==> src/design/hgdp_pkg.sv <==
package hgdp_pkg;

  localparam int unsigned USAGE_DEPTH_DEF    = 16;
  localparam int unsigned MAX_BUTTON_RUN_DEF = 32;

  localparam logic [19:0] POS_MAX = 20'hFFFFF;
  localparam logic [7:0]  LONG_PREFIX = 8'hFE;

  // item types
  localparam logic [1:0] TYPE_MAIN   = 2'd0;
  localparam logic [1:0] TYPE_GLOBAL = 2'd1;
  localparam logic [1:0] TYPE_LOCAL  = 2'd2;

  // main tags
  localparam logic [3:0] TAG_INPUT    = 4'h8;
  localparam logic [3:0] TAG_COLL     = 4'hA;
  localparam logic [3:0] TAG_END_COLL = 4'hC;

  // global tags
  localparam logic [3:0] TAG_USAGE_PAGE = 4'h0;
  localparam logic [3:0] TAG_LOG_MIN    = 4'h1;
  localparam logic [3:0] TAG_LOG_MAX    = 4'h2;
  localparam logic [3:0] TAG_REP_SIZE   = 4'h7;
  localparam logic [3:0] TAG_REP_ID     = 4'h8;
  localparam logic [3:0] TAG_REP_COUNT  = 4'h9;

  // local tags
  localparam logic [3:0] TAG_USAGE     = 4'h0;
  localparam logic [3:0] TAG_USAGE_MIN = 4'h1;
  localparam logic [3:0] TAG_USAGE_MAX = 4'h2;

  localparam logic [15:0] PAGE_DESKTOP = 16'h0001;
  localparam logic [15:0] PAGE_BUTTON  = 16'h0009;
  localparam logic [15:0] USAGE_X      = 16'h0030;
  localparam logic [15:0] USAGE_RZ     = 16'h0035;
  localparam logic [15:0] USAGE_HAT    = 16'h0039;

  localparam logic [1:0] CAP_AXIS    = 2'd0;
  localparam logic [1:0] CAP_HAT     = 2'd1;
  localparam logic [1:0] CAP_BUTTON  = 2'd2;
  localparam logic [1:0] CAP_SUMMARY = 2'd3;

  typedef enum logic [1:0] {
    PH_PREFIX,
    PH_DATA,
    PH_SKIP
  } phase_e;

  typedef enum logic [2:0] {
    ST_IDLE,
    ST_EXEC,
    ST_EMIT,
    ST_FINISH,
    ST_SUMMARY
  } state_e;

  typedef struct packed {
    logic load;
    logic exec;
    logic emit;
    logic finish;
    logic summary;
  } cmd_t;

  typedef struct packed {
    logic item_done;
    logic is_input;
    logic more;
    logic out_free;
    logic final_seen;
  } status_t;

  typedef struct packed {
    logic [1:0]  cap_kind;
    logic [15:0] bit_offset;
    logic [7:0]  bit_size;
    logic [31:0] logical_min;
    logic [31:0] logical_max;
    logic [15:0] usage_code;
    logic [12:0] report_length;
    logic [7:0]  report_tag;
    logic        device_found;
    logic        parse_error;
    logic        overflow_flag;
    logic        run_last;
  } res_t;

  function automatic logic [2:0] item_len(input logic [7:0] prefix);
    item_len = (prefix[1:0] == 2'd3) ? 3'd4 : {1'b0, prefix[1:0]};
  endfunction

endpackage

==> src/design/hgdp_in_if.sv <==
interface hgdp_in_if;
  logic       valid;
  logic       ready;
  logic [7:0] descriptor_byte;
  logic       final_byte;

  modport source (output valid, output descriptor_byte, output final_byte, input ready);
  modport sink (input valid, input descriptor_byte, input final_byte, output ready);
endinterface

==> src/design/hgdp_out_if.sv <==
interface hgdp_out_if;
  logic        valid;
  logic        ready;
  logic [1:0]  cap_kind;
  logic [15:0] bit_offset;
  logic [7:0]  bit_size;
  logic [31:0] logical_min;
  logic [31:0] logical_max;
  logic [15:0] usage_code;
  logic [12:0] report_length;
  logic [7:0]  report_tag;
  logic        device_found;
  logic        parse_error;
  logic        overflow_flag;
  logic        run_last;

  modport source (
    output valid, output cap_kind, output bit_offset, output bit_size,
    output logical_min, output logical_max, output usage_code,
    output report_length, output report_tag, output device_found,
    output parse_error, output overflow_flag, output run_last, input ready
  );
  modport sink (
    input valid, input cap_kind, input bit_offset, input bit_size,
    input logical_min, input logical_max, input usage_code,
    input report_length, input report_tag, input device_found,
    input parse_error, input overflow_flag, input run_last, output ready
  );
endinterface

==> src/design/hgdp_ctrl.sv <==
module hgdp_ctrl (
  input  logic              clk_i,
  input  logic              rst_ni,
  input  logic              in_valid_i,
  input  logic              in_final_i,
  output logic              in_ready_o,
  input  hgdp_pkg::status_t status_i,
  output hgdp_pkg::cmd_t    cmd_o
);
  import hgdp_pkg::*;

  state_e state_q, state_d;

  always_ff @(posedge clk_i or negedge rst_ni) begin
    if (!rst_ni) begin
      state_q <= ST_IDLE;
    end else begin
      state_q <= state_d;
    end
  end

  always_comb begin
    state_d = state_q;
    unique case (state_q)
      ST_IDLE: begin
        if (in_valid_i) begin
          if (status_i.item_done) state_d = ST_EXEC;
          else if (in_final_i) state_d = ST_SUMMARY;
        end
      end
      ST_EXEC: begin
        if (status_i.is_input) state_d = ST_EMIT;
        else if (status_i.final_seen) state_d = ST_SUMMARY;
        else state_d = ST_IDLE;
      end
      ST_EMIT: begin
        if (!status_i.more) state_d = ST_FINISH;
      end
      ST_FINISH: begin
        state_d = status_i.final_seen ? ST_SUMMARY : ST_IDLE;
      end
      ST_SUMMARY: begin
        if (status_i.out_free) state_d = ST_IDLE;
      end
      default: state_d = ST_IDLE;
    endcase
  end

  always_comb begin
    cmd_o      = '0;
    in_ready_o = 1'b0;
    unique case (state_q)
      ST_IDLE: begin
        in_ready_o = 1'b1;
        cmd_o.load = in_valid_i;
      end
      ST_EXEC:    cmd_o.exec = 1'b1;
      ST_EMIT:    cmd_o.emit = status_i.more;
      ST_FINISH:  cmd_o.finish = 1'b1;
      ST_SUMMARY: cmd_o.summary = status_i.out_free;
      default: ;
    endcase
  end

endmodule

==> src/design/hgdp_dp.sv <==
module hgdp_dp #(
  parameter int unsigned USAGE_DEPTH    = hgdp_pkg::USAGE_DEPTH_DEF,
  parameter int unsigned MAX_BUTTON_RUN = hgdp_pkg::MAX_BUTTON_RUN_DEF
) (
  input  logic              clk_i,
  input  logic              rst_ni,
  input  hgdp_pkg::cmd_t    cmd_i,
  output hgdp_pkg::status_t status_o,
  input  logic [7:0]        byte_i,
  input  logic              final_i,
  input  logic [7:0]        target_i,
  output hgdp_pkg::res_t    res_o,
  output logic              res_valid_o,
  input  logic              res_ready_i
);
  import hgdp_pkg::*;

  localparam int unsigned MASK_W = (USAGE_DEPTH > MAX_BUTTON_RUN) ? USAGE_DEPTH : MAX_BUTTON_RUN;
  localparam int unsigned IDX_W  = (MASK_W > 1) ? $clog2(MASK_W) : 1;
  localparam int unsigned UIDX_W = (USAGE_DEPTH > 1) ? $clog2(USAGE_DEPTH) : 1;
  localparam int unsigned UCNT_W = $clog2(USAGE_DEPTH + 1);
  localparam logic [UCNT_W-1:0] UCNT_MAX = UCNT_W'(USAGE_DEPTH);
  localparam logic [16:0] BRUN_MAX = 17'(MAX_BUTTON_RUN);

  // parser and item state
  phase_e        phase_q, phase_d;
  logic [7:0]    prefix_q, prefix_d;
  logic [2:0]    left_q, left_d;
  logic [31:0]   acc_q, acc_d;
  logic [15:0]   upage_q, upage_d;
  logic [31:0]   lmin_q, lmin_d;
  logic [31:0]   lmax_q, lmax_d;
  logic [7:0]    rsize_q, rsize_d;
  logic [31:0]   rcount_q, rcount_d;
  logic [7:0]    rid_q, rid_d;
  logic [7:0]    chosen_q, chosen_d;
  logic [15:0]   umin_q, umin_d;
  logic [15:0]   umax_q, umax_d;
  logic [UCNT_W-1:0] ucount_q, ucount_d;
  logic [7:0]    depth_q, depth_d;
  logic [8:0]    devcnt_q, devcnt_d;
  logic [19:0]   pos_q, pos_d;
  logic          err_q, err_d;
  logic          ovf_q, ovf_d;
  logic          final_q, final_d;

  // emission run
  logic [MASK_W-1:0] mask_q, mask_d;
  logic [IDX_W-1:0]  idx_q, idx_d;
  logic              btn_q, btn_d;
  logic [20:0]       off_q, off_d;
  logic [39:0]       prod_q, prod_d;

  logic  valid_q, valid_d;
  res_t  res_q, res_d;

  logic [15:0] ustore_q [USAGE_DEPTH];
  logic        us_we;

  logic [1:0]  itype;
  logic [3:0]  itag;
  logic [31:0] data;
  logic        out_free;
  logic        cur;
  logic [MASK_W-1:0] mask_clr;
  logic [MASK_W-1:0] amask;
  logic [MASK_W-1:0] bmask;
  logic [16:0] brun;
  logic [20:0] pos_plus;
  logic [19:0] pos_id;
  logic [40:0] pos_sum;
  logic [20:0] len_bits;
  logic [15:0] ucur;
  logic [1:0]  b_idx;
  logic [31:0] acc_new;

  assign itype    = prefix_q[3:2];
  assign itag     = prefix_q[7:4];
  assign data     = acc_q;
  assign out_free = !valid_q || res_ready_i;
  assign cur      = mask_q[idx_q];
  assign mask_clr = mask_q & ~(MASK_W'(1) << idx_q);
  assign ucur     = ustore_q[idx_q[UIDX_W-1:0]];
  assign b_idx    = 2'(item_len(prefix_q) - left_q);
  assign acc_new  = acc_q | (32'(byte_i) << {b_idx, 3'b000});

  assign status_o.item_done  = ((phase_q == PH_PREFIX) && (byte_i != LONG_PREFIX) &&
                                (item_len(byte_i) == 3'd0)) ||
                               ((phase_q == PH_DATA) && (left_q == 3'd1));
  assign status_o.is_input   = (itype == TYPE_MAIN) && (itag == TAG_INPUT);
  assign status_o.more       = |mask_q;
  assign status_o.out_free   = out_free;
  assign status_o.final_seen = final_q;

  // candidate masks for the input item
  always_comb begin
    amask = '0;
    for (int j = 0; j < USAGE_DEPTH; j++) begin
      amask[j] = (UCNT_W'(j) < ucount_q) &&
                 (((ustore_q[j] >= USAGE_X) && (ustore_q[j] <= USAGE_RZ)) ||
                  (ustore_q[j] == USAGE_HAT));
    end
  end

  assign brun = (17'(umax_q) - 17'(umin_q) + 17'd1 > BRUN_MAX) ? BRUN_MAX
              : (17'(umax_q) - 17'(umin_q) + 17'd1);

  always_comb begin
    for (int j = 0; j < MASK_W; j++) begin
      bmask[j] = (17'(j) < brun);
    end
  end

  assign pos_plus = {1'b0, pos_q} + 21'd8;
  assign pos_id   = (chosen_q != rid_q) ? ((pos_plus > {1'b0, POS_MAX}) ? POS_MAX : pos_plus[19:0])
                                        : pos_q;
  assign pos_sum  = {21'b0, pos_q} + {1'b0, prod_q};
  assign len_bits = ({1'b0, pos_q} + 21'd7) >> 3;

  always_comb begin
    phase_d  = phase_q;  prefix_d = prefix_q; left_d   = left_q;   acc_d    = acc_q;
    upage_d  = upage_q;  lmin_d   = lmin_q;   lmax_d   = lmax_q;   rsize_d  = rsize_q;
    rcount_d = rcount_q; rid_d    = rid_q;    chosen_d = chosen_q; umin_d   = umin_q;
    umax_d   = umax_q;   ucount_d = ucount_q; depth_d  = depth_q;  devcnt_d = devcnt_q;
    pos_d    = pos_q;    err_d    = err_q;    ovf_d    = ovf_q;    final_d  = final_q;
    mask_d   = mask_q;   idx_d    = idx_q;    btn_d    = btn_q;    off_d    = off_q;
    prod_d   = prod_q;
    valid_d  = valid_q && !res_ready_i;
    res_d    = res_q;
    us_we    = 1'b0;

    if (cmd_i.load) begin
      final_d = final_i;
      unique case (phase_q)
        PH_PREFIX: begin
          prefix_d = byte_i;
          acc_d    = '0;
          if (byte_i == LONG_PREFIX) begin
            err_d   = 1'b1;
            phase_d = PH_SKIP;
          end else begin
            left_d = item_len(byte_i);
            if (item_len(byte_i) != 3'd0) phase_d = PH_DATA;
          end
        end
        PH_DATA: begin
          acc_d  = acc_new;
          left_d = left_q - 3'd1;
          if (left_q == 3'd1) phase_d = PH_PREFIX;
        end
        default: ;
      endcase
      // truncated item at the end of the descriptor
      if (final_i && (phase_d == PH_DATA)) err_d = 1'b1;
    end

    if (cmd_i.exec) begin
      unique case (itype)
        TYPE_MAIN: begin
          if (itag == TAG_INPUT) begin
            mask_d = '0;
            btn_d  = 1'b0;
            idx_d  = '0;
            off_d  = {1'b0, pos_q};
            prod_d = rcount_q * rsize_q;
            if ($signed(devcnt_q) == $signed({1'b0, target_i})) begin
              chosen_d = rid_q;
              pos_d    = pos_id;
              off_d    = {1'b0, pos_id};
              if (!data[0]) begin
                if (upage_q == PAGE_DESKTOP) begin
                  mask_d = amask;
                end else if ((upage_q == PAGE_BUTTON) && (umax_q >= umin_q)) begin
                  mask_d = bmask;
                  btn_d  = 1'b1;
                  if (17'(umax_q) - 17'(umin_q) + 17'd1 > BRUN_MAX) ovf_d = 1'b1;
                end
              end
            end
          end else begin
            if ((itag == TAG_COLL) && (depth_q != 8'hFF)) depth_d = depth_q + 8'd1;
            else if ((itag == TAG_END_COLL) && (depth_q != 8'h00)) depth_d = depth_q - 8'd1;
            ucount_d = '0;
            umin_d   = '0;
            umax_d   = '0;
          end
        end
        TYPE_GLOBAL: begin
          unique case (itag)
            TAG_USAGE_PAGE: upage_d  = data[15:0];
            TAG_LOG_MIN:    lmin_d   = data;
            TAG_LOG_MAX:    lmax_d   = data;
            TAG_REP_SIZE:   rsize_d  = (data > 32'd255) ? 8'hFF : data[7:0];
            TAG_REP_ID:     rid_d    = data[7:0];
            TAG_REP_COUNT:  rcount_d = data;
            default: ;
          endcase
        end
        TYPE_LOCAL: begin
          unique case (itag)
            TAG_USAGE: begin
              if (depth_q == 8'h00) begin
                // top-level usage counts a device
                if ($signed(devcnt_q) < $signed(9'd255)) devcnt_d = devcnt_q + 9'd1;
              end else if (ucount_q < UCNT_MAX) begin
                us_we    = 1'b1;
                ucount_d = ucount_q + UCNT_W'(1);
              end else begin
                ovf_d = 1'b1;
              end
            end
            TAG_USAGE_MIN: umin_d = data[15:0];
            TAG_USAGE_MAX: umax_d = data[15:0];
            default: ;
          endcase
        end
        default: ;
      endcase
    end

    if (cmd_i.emit && (!cur || out_free)) begin
      mask_d = mask_clr;
      idx_d  = idx_q + IDX_W'(1);
      off_d  = off_q + {13'b0, rsize_q};
      if (cur) begin
        valid_d             = 1'b1;
        res_d               = '0;
        res_d.cap_kind      = btn_q ? CAP_BUTTON : ((ucur == USAGE_HAT) ? CAP_HAT : CAP_AXIS);
        res_d.bit_offset    = (off_q > 21'h00FFFF) ? 16'hFFFF : off_q[15:0];
        res_d.bit_size      = rsize_q;
        res_d.logical_min   = lmin_q;
        res_d.logical_max   = lmax_q;
        res_d.usage_code    = btn_q ? (umin_q + 16'(idx_q)) : ucur;
        res_d.device_found  = 1'b1;
        res_d.parse_error   = err_q;
        res_d.overflow_flag = ovf_q;
        res_d.run_last      = (mask_clr == '0) && !final_q;
      end
    end

    if (cmd_i.finish) begin
      pos_d    = (pos_sum > {21'b0, POS_MAX}) ? POS_MAX : pos_sum[19:0];
      ucount_d = '0;
      umin_d   = '0;
      umax_d   = '0;
    end

    if (cmd_i.summary) begin
      valid_d             = 1'b1;
      res_d               = '0;
      res_d.cap_kind      = CAP_SUMMARY;
      res_d.report_length = (len_bits > 21'd8191) ? 13'h1FFF : len_bits[12:0];
      res_d.report_tag    = chosen_q;
      res_d.device_found  = !devcnt_q[8] && ($signed(devcnt_q) >= $signed({1'b0, target_i}));
      res_d.parse_error   = err_q;
      res_d.overflow_flag = ovf_q;
      res_d.run_last      = 1'b1;
      // restart for the next descriptor
      phase_d  = PH_PREFIX; prefix_d = '0; left_d   = '0; acc_d    = '0;
      upage_d  = '0;        lmin_d   = '0; lmax_d   = '0; rsize_d  = '0;
      rcount_d = '0;        rid_d    = '0; chosen_d = '0; umin_d   = '0;
      umax_d   = '0;        ucount_d = '0; depth_d  = '0; devcnt_d = '1;
      pos_d    = '0;        err_d    = 1'b0; ovf_d  = 1'b0; final_d = 1'b0;
    end
  end

  always_ff @(posedge clk_i) begin
    if (us_we) begin
      ustore_q[ucount_q[UIDX_W-1:0]] <= data[15:0];
    end
  end

  always_ff @(posedge clk_i or negedge rst_ni) begin
    if (!rst_ni) begin
      phase_q  <= PH_PREFIX; prefix_q <= '0; left_q   <= '0; acc_q    <= '0;
      upage_q  <= '0;        lmin_q   <= '0; lmax_q   <= '0; rsize_q  <= '0;
      rcount_q <= '0;        rid_q    <= '0; chosen_q <= '0; umin_q   <= '0;
      umax_q   <= '0;        ucount_q <= '0; depth_q  <= '0; devcnt_q <= '1;
      pos_q    <= '0;        err_q    <= 1'b0; ovf_q  <= 1'b0; final_q <= 1'b0;
      mask_q   <= '0;        idx_q    <= '0; btn_q    <= 1'b0; off_q  <= '0;
      prod_q   <= '0;        valid_q  <= 1'b0;
    end else begin
      phase_q  <= phase_d;  prefix_q <= prefix_d; left_q   <= left_d;   acc_q    <= acc_d;
      upage_q  <= upage_d;  lmin_q   <= lmin_d;   lmax_q   <= lmax_d;   rsize_q  <= rsize_d;
      rcount_q <= rcount_d; rid_q    <= rid_d;    chosen_q <= chosen_d; umin_q   <= umin_d;
      umax_q   <= umax_d;   ucount_q <= ucount_d; depth_q  <= depth_d;  devcnt_q <= devcnt_d;
      pos_q    <= pos_d;    err_q    <= err_d;    ovf_q    <= ovf_d;    final_q  <= final_d;
      mask_q   <= mask_d;   idx_q    <= idx_d;    btn_q    <= btn_d;    off_q    <= off_d;
      prod_q   <= prod_d;   valid_q  <= valid_d;
    end
  end

  always_ff @(posedge clk_i) begin
    res_q <= res_d;
  end

  assign res_o       = res_q;
  assign res_valid_o = valid_q;

endmodule

==> src/design/hid_gamepad_descriptor_parser.sv <==
// channel | dir | handshake     | carries
// desc_i  | in  | valid / ready | descriptor_byte, final_byte
// cap_o   | out | valid / ready | one capability or end summary per transaction
// cfg     | in  | cfg_we_i      | target_device_index, no read-back
//
// a byte inside an item is loaded; a byte that closes an item is loaded and executed
// an input item then runs the emit sequencer over each usage slot or button if it
// belongs to the chosen device, one result per cycle into the single output register
// while it is free; the final byte adds the summary, then all parse state restarts
// a stalled output holds the emit sequencer; no new byte is taken until it ends
// reset is asynchronous and active low; the usage store has no reset
module hid_gamepad_descriptor_parser #(
  parameter int unsigned USAGE_DEPTH    = hgdp_pkg::USAGE_DEPTH_DEF,
  parameter int unsigned MAX_BUTTON_RUN = hgdp_pkg::MAX_BUTTON_RUN_DEF
) (
  input  logic       clk_i,
  input  logic       rst_ni,
  input  logic       cfg_we_i,
  input  logic [7:0] cfg_wdata_i,
  hgdp_in_if.sink    desc_i,
  hgdp_out_if.source cap_o
);
  import hgdp_pkg::*;

  cmd_t    cmd;
  status_t status;
  res_t    res;
  logic    res_valid;
  logic [7:0] target_q;

  // target device register, to be written only while idle; the block does not enforce it
  always_ff @(posedge clk_i or negedge rst_ni) begin
    if (!rst_ni) begin
      target_q <= '0;
    end else if (cfg_we_i) begin
      target_q <= cfg_wdata_i;
    end
  end

  // sequencer: byte intake, item execute, emit run, position update, summary
  hgdp_ctrl u_ctrl (
    .clk_i      (clk_i),
    .rst_ni     (rst_ni),
    .in_valid_i (desc_i.valid),
    .in_final_i (desc_i.final_byte),
    .in_ready_o (desc_i.ready),
    .status_i   (status),
    .cmd_o      (cmd)
  );

  // item decoder, parser state, usage store and output register
  hgdp_dp #(
    .USAGE_DEPTH    (USAGE_DEPTH),
    .MAX_BUTTON_RUN (MAX_BUTTON_RUN)
  ) u_dp (
    .clk_i       (clk_i),
    .rst_ni      (rst_ni),
    .cmd_i       (cmd),
    .status_o    (status),
    .byte_i      (desc_i.descriptor_byte),
    .final_i     (desc_i.final_byte),
    .target_i    (target_q),
    .res_o       (res),
    .res_valid_o (res_valid),
    .res_ready_i (cap_o.ready)
  );

  assign cap_o.valid         = res_valid;
  assign cap_o.cap_kind      = res.cap_kind;
  assign cap_o.bit_offset    = res.bit_offset;
  assign cap_o.bit_size      = res.bit_size;
  assign cap_o.logical_min   = res.logical_min;
  assign cap_o.logical_max   = res.logical_max;
  assign cap_o.usage_code    = res.usage_code;
  assign cap_o.report_length = res.report_length;
  assign cap_o.report_tag    = res.report_tag;
  assign cap_o.device_found  = res.device_found;
  assign cap_o.parse_error   = res.parse_error;
  assign cap_o.overflow_flag = res.overflow_flag;
  assign cap_o.run_last      = res.run_last;

  // a summary always closes its run
  a_summary_last: assert property (@(posedge clk_i) disable iff (!rst_ni)
    (cap_o.valid && (cap_o.cap_kind == CAP_SUMMARY)) |-> cap_o.run_last)
    else $error("summary without run_last");

  // capabilities are only produced for the chosen device
  a_cap_found: assert property (@(posedge clk_i) disable iff (!rst_ni)
    (cap_o.valid && (cap_o.cap_kind != CAP_SUMMARY)) |-> cap_o.device_found)
    else $error("capability outside chosen device");

  // at most one sequencer command per cycle
  a_cmd_onehot: assert property (@(posedge clk_i) disable iff (!rst_ni)
    $onehot0({cmd.load, cmd.exec, cmd.emit, cmd.finish, cmd.summary}))
    else $error("overlapping sequencer commands");

  // summary only loads into a free output register
  a_summary_free: assert property (@(posedge clk_i) disable iff (!rst_ni)
    cmd.summary |-> status.out_free)
    else $error("summary overwrote pending result");

endmodule

==> src/flat_wrapper.sv <==
// flat-port wrapper written by rule: the top's interface ports become plain ports
module hid_gamepad_descriptor_parser_flat import hgdp_pkg::*;
#(
  parameter int unsigned USAGE_DEPTH    = hgdp_pkg::USAGE_DEPTH_DEF,
  parameter int unsigned MAX_BUTTON_RUN = hgdp_pkg::MAX_BUTTON_RUN_DEF
)
  (clk_i, rst_ni, cfg_we_i, cfg_wdata_i, desc_i_valid, desc_i_descriptor_byte, desc_i_final_byte, desc_i_ready, cap_o_valid, cap_o_cap_kind, cap_o_bit_offset, cap_o_bit_size, cap_o_logical_min, cap_o_logical_max, cap_o_usage_code, cap_o_report_length, cap_o_report_tag, cap_o_device_found, cap_o_parse_error, cap_o_overflow_flag, cap_o_run_last, cap_o_ready);
  hgdp_in_if desc_i_i ();
  hgdp_out_if cap_o_i ();
  input  logic clk_i;
  input  logic rst_ni;
  input  logic cfg_we_i;
  input  logic [7:0] cfg_wdata_i;
  input wire logic [$bits(desc_i_i.valid)-1:0] desc_i_valid;
  input wire logic [$bits(desc_i_i.descriptor_byte)-1:0] desc_i_descriptor_byte;
  input wire logic [$bits(desc_i_i.final_byte)-1:0] desc_i_final_byte;
  output wire logic [$bits(desc_i_i.ready)-1:0] desc_i_ready;
  output wire logic [$bits(cap_o_i.valid)-1:0] cap_o_valid;
  output wire logic [$bits(cap_o_i.cap_kind)-1:0] cap_o_cap_kind;
  output wire logic [$bits(cap_o_i.bit_offset)-1:0] cap_o_bit_offset;
  output wire logic [$bits(cap_o_i.bit_size)-1:0] cap_o_bit_size;
  output wire logic [$bits(cap_o_i.logical_min)-1:0] cap_o_logical_min;
  output wire logic [$bits(cap_o_i.logical_max)-1:0] cap_o_logical_max;
  output wire logic [$bits(cap_o_i.usage_code)-1:0] cap_o_usage_code;
  output wire logic [$bits(cap_o_i.report_length)-1:0] cap_o_report_length;
  output wire logic [$bits(cap_o_i.report_tag)-1:0] cap_o_report_tag;
  output wire logic [$bits(cap_o_i.device_found)-1:0] cap_o_device_found;
  output wire logic [$bits(cap_o_i.parse_error)-1:0] cap_o_parse_error;
  output wire logic [$bits(cap_o_i.overflow_flag)-1:0] cap_o_overflow_flag;
  output wire logic [$bits(cap_o_i.run_last)-1:0] cap_o_run_last;
  input wire logic [$bits(cap_o_i.ready)-1:0] cap_o_ready;
  assign desc_i_i.valid = desc_i_valid;
  assign desc_i_i.descriptor_byte = desc_i_descriptor_byte;
  assign desc_i_i.final_byte = desc_i_final_byte;
  assign desc_i_ready = desc_i_i.ready;
  assign cap_o_valid = cap_o_i.valid;
  assign cap_o_cap_kind = cap_o_i.cap_kind;
  assign cap_o_bit_offset = cap_o_i.bit_offset;
  assign cap_o_bit_size = cap_o_i.bit_size;
  assign cap_o_logical_min = cap_o_i.logical_min;
  assign cap_o_logical_max = cap_o_i.logical_max;
  assign cap_o_usage_code = cap_o_i.usage_code;
  assign cap_o_report_length = cap_o_i.report_length;
  assign cap_o_report_tag = cap_o_i.report_tag;
  assign cap_o_device_found = cap_o_i.device_found;
  assign cap_o_parse_error = cap_o_i.parse_error;
  assign cap_o_overflow_flag = cap_o_i.overflow_flag;
  assign cap_o_run_last = cap_o_i.run_last;
  assign cap_o_i.ready = cap_o_ready;
  hid_gamepad_descriptor_parser #(.USAGE_DEPTH(USAGE_DEPTH), .MAX_BUTTON_RUN(MAX_BUTTON_RUN)) u_core (.clk_i(clk_i), .rst_ni(rst_ni), .cfg_we_i(cfg_we_i), .cfg_wdata_i(cfg_wdata_i), .desc_i(desc_i_i), .cap_o(cap_o_i));
endmodule
==> config.mk <==
export PLATFORM = sky130hd
export DESIGN_NAME = hid_gamepad_descriptor_parser_flat
export DESIGN_NICKNAME = d
export VERILOG_FILES = /design/src/design/hgdp_pkg.sv /design/src/design/hgdp_in_if.sv /design/src/design/hgdp_out_if.sv /design/src/design/hgdp_ctrl.sv /design/src/design/hgdp_dp.sv /design/src/design/hid_gamepad_descriptor_parser.sv /design/src/flat_wrapper.sv
export SDC_FILE = /design/constraint.sdc
export NUM_CORES = 2
export LEC_CHECK = 0
export ABC_AREA = 1
export BUFFER_PORTS_ARGS = -buffer_cell sky130_fd_sc_hd__buf_2
export CAP_MARGIN = 20
export CORE_MARGIN = 5
export CORE_UTILIZATION = 40
export CTS_CLUSTER_DIAMETER = 40
export DETAILED_ROUTE_END_ITERATION = 8
export HOLD_SLACK_MARGIN = 0.15
export PLACE_DENSITY = 0.61
export REMOVE_ABC_BUFFERS = 1
export SLEW_MARGIN = 20
export SYNTH_ARGS = -nofsm -noshare
export SYNTH_HDL_FRONTEND = slang
export SYNTH_SLANG_ARGS = --single-unit
==> constraint.sdc <==
create_clock -name clk_i -period 6.7 [get_ports clk_i]
set_input_delay 0.335 -clock clk_i [delete_from_list [all_inputs] [get_ports clk_i]]
set_output_delay 0.335 -clock clk_i [all_outputs]
set_load 0.01 [all_outputs]
Word-level counts from Yosys, hierarchy flattened. Memories as Yosys holds them, arrays and structs flattened. Index checks and enable logic that the tools add are counted.

Reductions and logical operators: 131. Add/subtract/negate cells: 14. Order comparisons: 91. $mul: 1. Bitwise gates (word level): 3. Shifts and indexed selects: 2. Equality and inequality tests: 63. Muxes and demuxes: 164.

Operators by type and width (count): 32-bit two-way mux (22); 16-bit by 6-bit equality test with 1-bit output (second input constant) (17); 5-bit by 17-bit < comparator with 1-bit output (first input constant) (16); 16-bit by 6-bit >= comparator with 1-bit output (second input constant) (16); 16-bit by 6-bit less-or-equal comparator with 1-bit output (second input constant) (16); 16-bit two-way mux (15); 20-bit two-way mux (10); 8-bit two-way mux (23); 4-bit by 17-bit < comparator with 1-bit output (first input constant) (8); 21-bit two-way mux (4); 25-bit two-way mux (3); 3-bit by 17-bit < comparator with 1-bit output (first input constant) (4); 16-bit one-hot mux with 2 select lines (2); 32-bit one-hot mux with 2 select lines (1); 5-bit two-way mux (11); 9-bit two-way mux (6); 1-bit logical AND (44); 20-bit by 40-bit adder with 41-bit output (1); 41-bit by 20-bit greater-than comparator with 1-bit output (second input constant) (1); 4-bit by 5-bit < comparator with 1-bit output (first input constant) (8); 32-bit by 8-bit multiplier with 40-bit output (1); 1-bit two-way mux (40); 2-bit nonzero test (20); 1-bit by 17-bit < comparator with 1-bit output (first input constant) (2); other kinds (79) (178).

Memories: 1. Bits in registers: 500. Input bits: 22. Word-level logic and storage cells: 510. Memory bits (writable): 256.

Memories: u_core.u_dp.ustore_q (depth 16, bits a word 16, read ports 17, clocked after memory_dff 0, wr ports 1, line hgdp_dp.sv:57) `logic [15:0] ustore_q [USAGE_DEPTH];`.

Logic depth before layout (Yosys ltp).
Depth after elaboration: 13. Depth in mapped cells: 26.

Cells and area by module. A second synthesis with hierarchy kept.

Cells, all modules: 5955. Area total of the unflattened synthesis: 47594.4 sq um.

By module, submodules not included: hgdp_dp (seq. area each 19520.0 sq um, cells an instance 5883, area an instance 47042.6 sq um, times used 1); hid_gamepad_descriptor_parser (seq. area each 200.2 sq um, cells an instance 34, area an instance 305.3 sq um, times used 1); hgdp_ctrl (seq. area each 75.1 sq um, cells an instance 38, area an instance 246.5 sq um, times used 1).

Worst setup path before layout. Ideal clock, no wire load.

Path type: register to register. From: register u_core.u_dp.rsize_q[7]. To: register u_core.u_dp.prod_q[33]. Setup slack: 1923 ps. Stages on the path, launching flop included: 23. Library setup time: 118 ps. Path buffers: 2. Required time: 6582 ps. Data arrival time: 4659 ps. Cells stage by stage: dfrtp_1 > clkbuf_1 > clkbuf_1 > nand2_1 > fa_1 > fa_1 > inv_1 > fa_1 > fa_1 > ha_1 > nand2_1 > nor3_1 > nand2_1 > nor2_1 > nand2_1 > nand3_1 > a21oi_1 > o31ai_1 > nand2_1 > nand2_1 > nand2_1 > nand3_1 > nand2_1.

Cells in the longest elaborated chain, start to end: 1.

Ends and longest elaborated chain: from (decl) (line hgdp_dp.sv:33) `logic [7:0] rsize_q, rsize_d;`; from (signal assigned) (line hgdp_dp.sv:284) `upage_q <= upage_d; lmin_q <= lmin_d; lmax_q <= lmax_d; rsize_q <= rsize_d;`; 32-bit by 8-bit multiplier with 40-bit output (line hgdp_dp.sv:165) `prod_d = rcount_q * rsize_q;`; to (signal assigned) (line hgdp_dp.sv:289) `prod_q <= prod_d; valid_q <= valid_d;`; to (decl) (line hgdp_dp.sv:52) `logic [39:0] prod_q, prod_d;`.

No other way between the ends. A chain may end at the register's enable or synchronous reset.

Final worst setup path.
From: register u_core.u_dp.rsize_q[3]. To: register u_core.u_dp.prod_q[28].

Same word-level chain as after synthesis.

==> results.md <==
- Sw Ratio: 43.3%
- DRT antenna net count: 0
- Post-synth EDFFs: 280
- Power per cell area: ~390 mW/mm²
- Cells after Synth: roughly 5700
- Port buffer count: 154
- Critical Path Start Type: flop
- Final period util: between 80 and 90%
- Layout area overhead: 14.5%
- Final min period: between 5 and 6 ns
- Drt pass-1 iters: 7
- Path type of the worst min-delay path: in2async
- Kind of critical path: reg2reg
- CTS Root Cell: clkbuf_16
- Clock buffer depth: 3
- Slew headroom: 26.5%
- GR Overflow Total: 0
- Initial antenna violation count: 9
- Synth Warn #: 0
- Placed wire-length estimate: around 110000 µm
- Final wirelength: 149000 µm
- GRT Max-Usage Layer: met2
- Post-CTS Setup Bufs: 0
- RSZ-0062 raised after global routing: false
- Synth cell count leaders: nand2_1 (1273), inv_1 (784), nor2_1 (506)
- Vias per cell: between 5 and 6
- Synth area leader: dfrtp_1
- Worst-Margin Slew: 1.09 ns
- Clock transition at path regs: around 0.050 ns
- TritonCTS Buffers: around 120
- Num ports: roughly 160
- Cell Rows: between 100 and 150
- Clk pwr share: ~30%
- Dpl ws: 0.949 ns
- Die X: about 350 µm
- Hold_buf cts: 37
- # fillers: ~11000
- H-tree levels: 3
- CP arrival: ~6.4 ns
- Worst-Skew Late Latency: 0.72 ns
- Final cell area excluding filler cells: 0.0532 mm²
- Register-to-Register Path Depth: 19
- Post-synthesis async set-or-reset flop share: about half
- Die area: 0.123 mm²
- Synthesis-stage register bit count: ~760
- # resized after CTS: 0
- Leak pwr: 0.0251 µW
- Final nets: between 6000 and 7000
- Critical path peak fanout: 23
- Initial Util: 40.2%
- Power share of the combinational group: approximately 37%
- Initial DRC Count: roughly 3900
- GP Congestion: about 0.96
- Worst reg-to-reg setup slack: a little under 0.9 ns
- Worst vdd ir: 0.000278 V
- Max cap viols: 0
- Most frequent cell after synthesis: nand2_1
- Seq/Total Area, Yosys: a little over two fifths
- Final hold vios: 0
- Layout cells sized above 1: ~9%
- Setup crit end kind: flop
- Syn Area/Cell: 8.20 µm²
- Max Clock Skew: roughly 0.057 ns
- WP data required: 7.22 ns
- Placed Area: between 0.04 and 0.05 mm²
- Detailed-route via count: 40200
- Reg-to-Reg End: u_core.u_dp.prod_q[28]
- Die Span Y: 351 µm
- Vias in the first global route: roughly 39000
- Core ar.: between 0.1 and 0.15 mm²
- Fmax: 172 MHz
- R2R Path Start: u_core.u_dp.rsize_q[3]
- Synth area leaders: dfrtp_1 (19%), edfxtp_1 (18%), nand2_1 (10%), fa_1 (8.3%), inv_1 (6.3%)
- Global routing usage on met2: a little over a third
- TNS Setup: 0 ns
- CTS tree: yes
- Largest net degree at the start of global routing: 158
- Share of the synthesized area in the top cell type: slightly below 20%
- Sw power: just over 9000 µW
- Grt met3 use: 5.71%
- First-pass GRT wire length: around 230000 µm
- Min setup slack post-route: 0.873 ns
- Final Slew Violations: 0
- Int Pwr: around 12000 µW
- Number of library cell types mapped by synthesis: 70
- Post-route DRC: 0
- GRT Total Usage: approximately a quarter
- Status: complete, no violations
- Flop pwr share: between 30% and 40%
- WL/cell: about 20 µm
- Top FF cell, synth: dfrtp_1
- Total Power: ~21000 µW
- Area of the mapped netlist: 0.0465 mm²
- Sink Count: about 760
- Final Setup Violations: 0
- Grt met1 use: between 30% and 40%
[final cells by class]
cell class                 count  area [µm²]  area share (%)
sequential                   756       19800            37.2
inverter                     809        3040            5.71
multi-input combinational   3857       22700            42.6
antenna                        4        10.0          0.0188
clock buffer                 136        3050            5.73
clock inverter                84        1100            2.07
timing repair buffer         253        1640            3.08
tap                         1524        1910            3.58
[power groups by stage]
| stage | Combinational, µW | Sequential [µW] | Clock (µW) |
|---|---|---|---|
| after floorplan | 4690 | 6680 | 0 |
| after global placement | 7400 | 6930 | 0 |
| after detailed placement | 7500 | 6950 | 0 |
| after CTS | 7570 | 6870 | 6430 |
| after global routing | 8500 | 7010 | 6660 |
| final | 7690 | 6900 | 6350 |
[worst max path at each step]
stage / cells after the start / slack [ns] / start / to
4_1_cts: 19 / 0.93 / u_core.u_dp.rsize_q[2] / u_core.u_dp.prod_q[28]
5_1_grt: 19 / 0.55 / u_core.u_dp.rsize_q[3] / u_core.u_dp.prod_q[28]
2_1_floorplan: 13 / -0.62 / u_core.u_dp.idx_q[0] / u_core.u_dp.res_o[37]
3_3_place_gp: 19 / 1.01 / u_core.u_dp.rsize_q[3] / u_core.u_dp.prod_q[28]
3_5_place_dp: 19 / 0.95 / u_core.u_dp.rsize_q[2] / u_core.u_dp.prod_q[28]
6_report: 19 / 0.87 / u_core.u_dp.rsize_q[3] / u_core.u_dp.prod_q[28]
[worst max-delay path, cell delays in order, from the launching register on]
cell      delay (ns)
dfrtp_1         1.05
buf_4           0.35
nand2_1         0.07
inv_1           0.08
fa_1            0.43
fa_1            0.50
fa_1            0.52
fa_1            0.49
ha_1            0.38
a21oi_1         0.17
inv_1           0.07
a21oi_1         0.30
o211ai_1        0.14
a21oi_1         0.28
inv_1           0.12
nand2_1         0.08
nand2_1         0.08
or2_2           0.28
nand3_1         0.13
o21ai_0         0.13
[metal layers]
| layer | vias to the layer above | wire length [µm] |
|---|---|---|
| met3 | 232 | 14700 |
| met5 | - | 0 |
| li1 | 18900 | - |
| met4 | 0 | 4710 |
| met1 | 19400 | 65900 |
| met2 | 1641 | 63600 |
[cells in the final DEF, fill, tap and decap left out, types with 67 or more instances in the layout]
master / instances
dfrtp_1: 356
clkbuf_16: 118
fa_1: 192
buf_2: 153
xor2_1: 67
inv_1: 784
nor2_1: 497
o21ai_0: 438
a21oi_1: 379
nand3_1: 221
edfxtp_1: 280
dfxtp_1: 107
nand4_1: 108
nand2_1: 1269
ha_1: 156
[metrics by stage]
step           hold WS, ns  utilization, %  cells
3_3_place_gp         0.416            42.0   7161
2_1_floorplan       0.0394               -   5422
3_5_place_dp         0.420            42.0   7162
5_1_grt              0.288            46.0   7422
4_1_cts              0.260            45.9   7419
6_report             0.213            46.0   7423
[cell families (layout without fill, tap and decap cells)]
family,Yosys count,after routing,share of synthesized area (%)
buf+inv,1058,1282,8.80
compound gates,1122,1122,13.5
flops,756,756,42.6
fa+ha+maj,348,348,12.5
mux,11,11,0.264
simple gates,2295,2295,20.9
xor+xnor,81,81,1.53
other cells,0,4,0
[sequential cells by signal, summed over array words and instances, names as in the netlist, 5 cells and up]
signal,count
u_core.u_dp.ustore_q,256
u_core.u_dp.depth_q,8
u_core.u_dp.rsize_q,8
u_core.u_dp.umin_q,16
u_core.target_q,8
u_core.u_dp.devcnt_q,9
u_core.u_dp.res_o,131
u_core.u_dp.mask_q,32
u_core.u_dp.lmax_q,32
u_core.u_dp.pos_q,20
u_core.u_dp.rcount_q,32
u_core.u_dp.upage_q,16
u_core.u_dp.off_q,21
u_core.u_dp.prefix_q,8
u_core.u_dp.rid_q,8
u_core.u_dp.chosen_q,8
u_core.u_dp.acc_q,32
u_core.u_dp.idx_q,5
u_core.u_dp.lmin_q,32
u_core.u_dp.umax_q,16
u_core.u_dp.prod_q,40
u_core.u_dp.ucount_q,5
No activity file was read; power rests on OpenSTA's default activity.
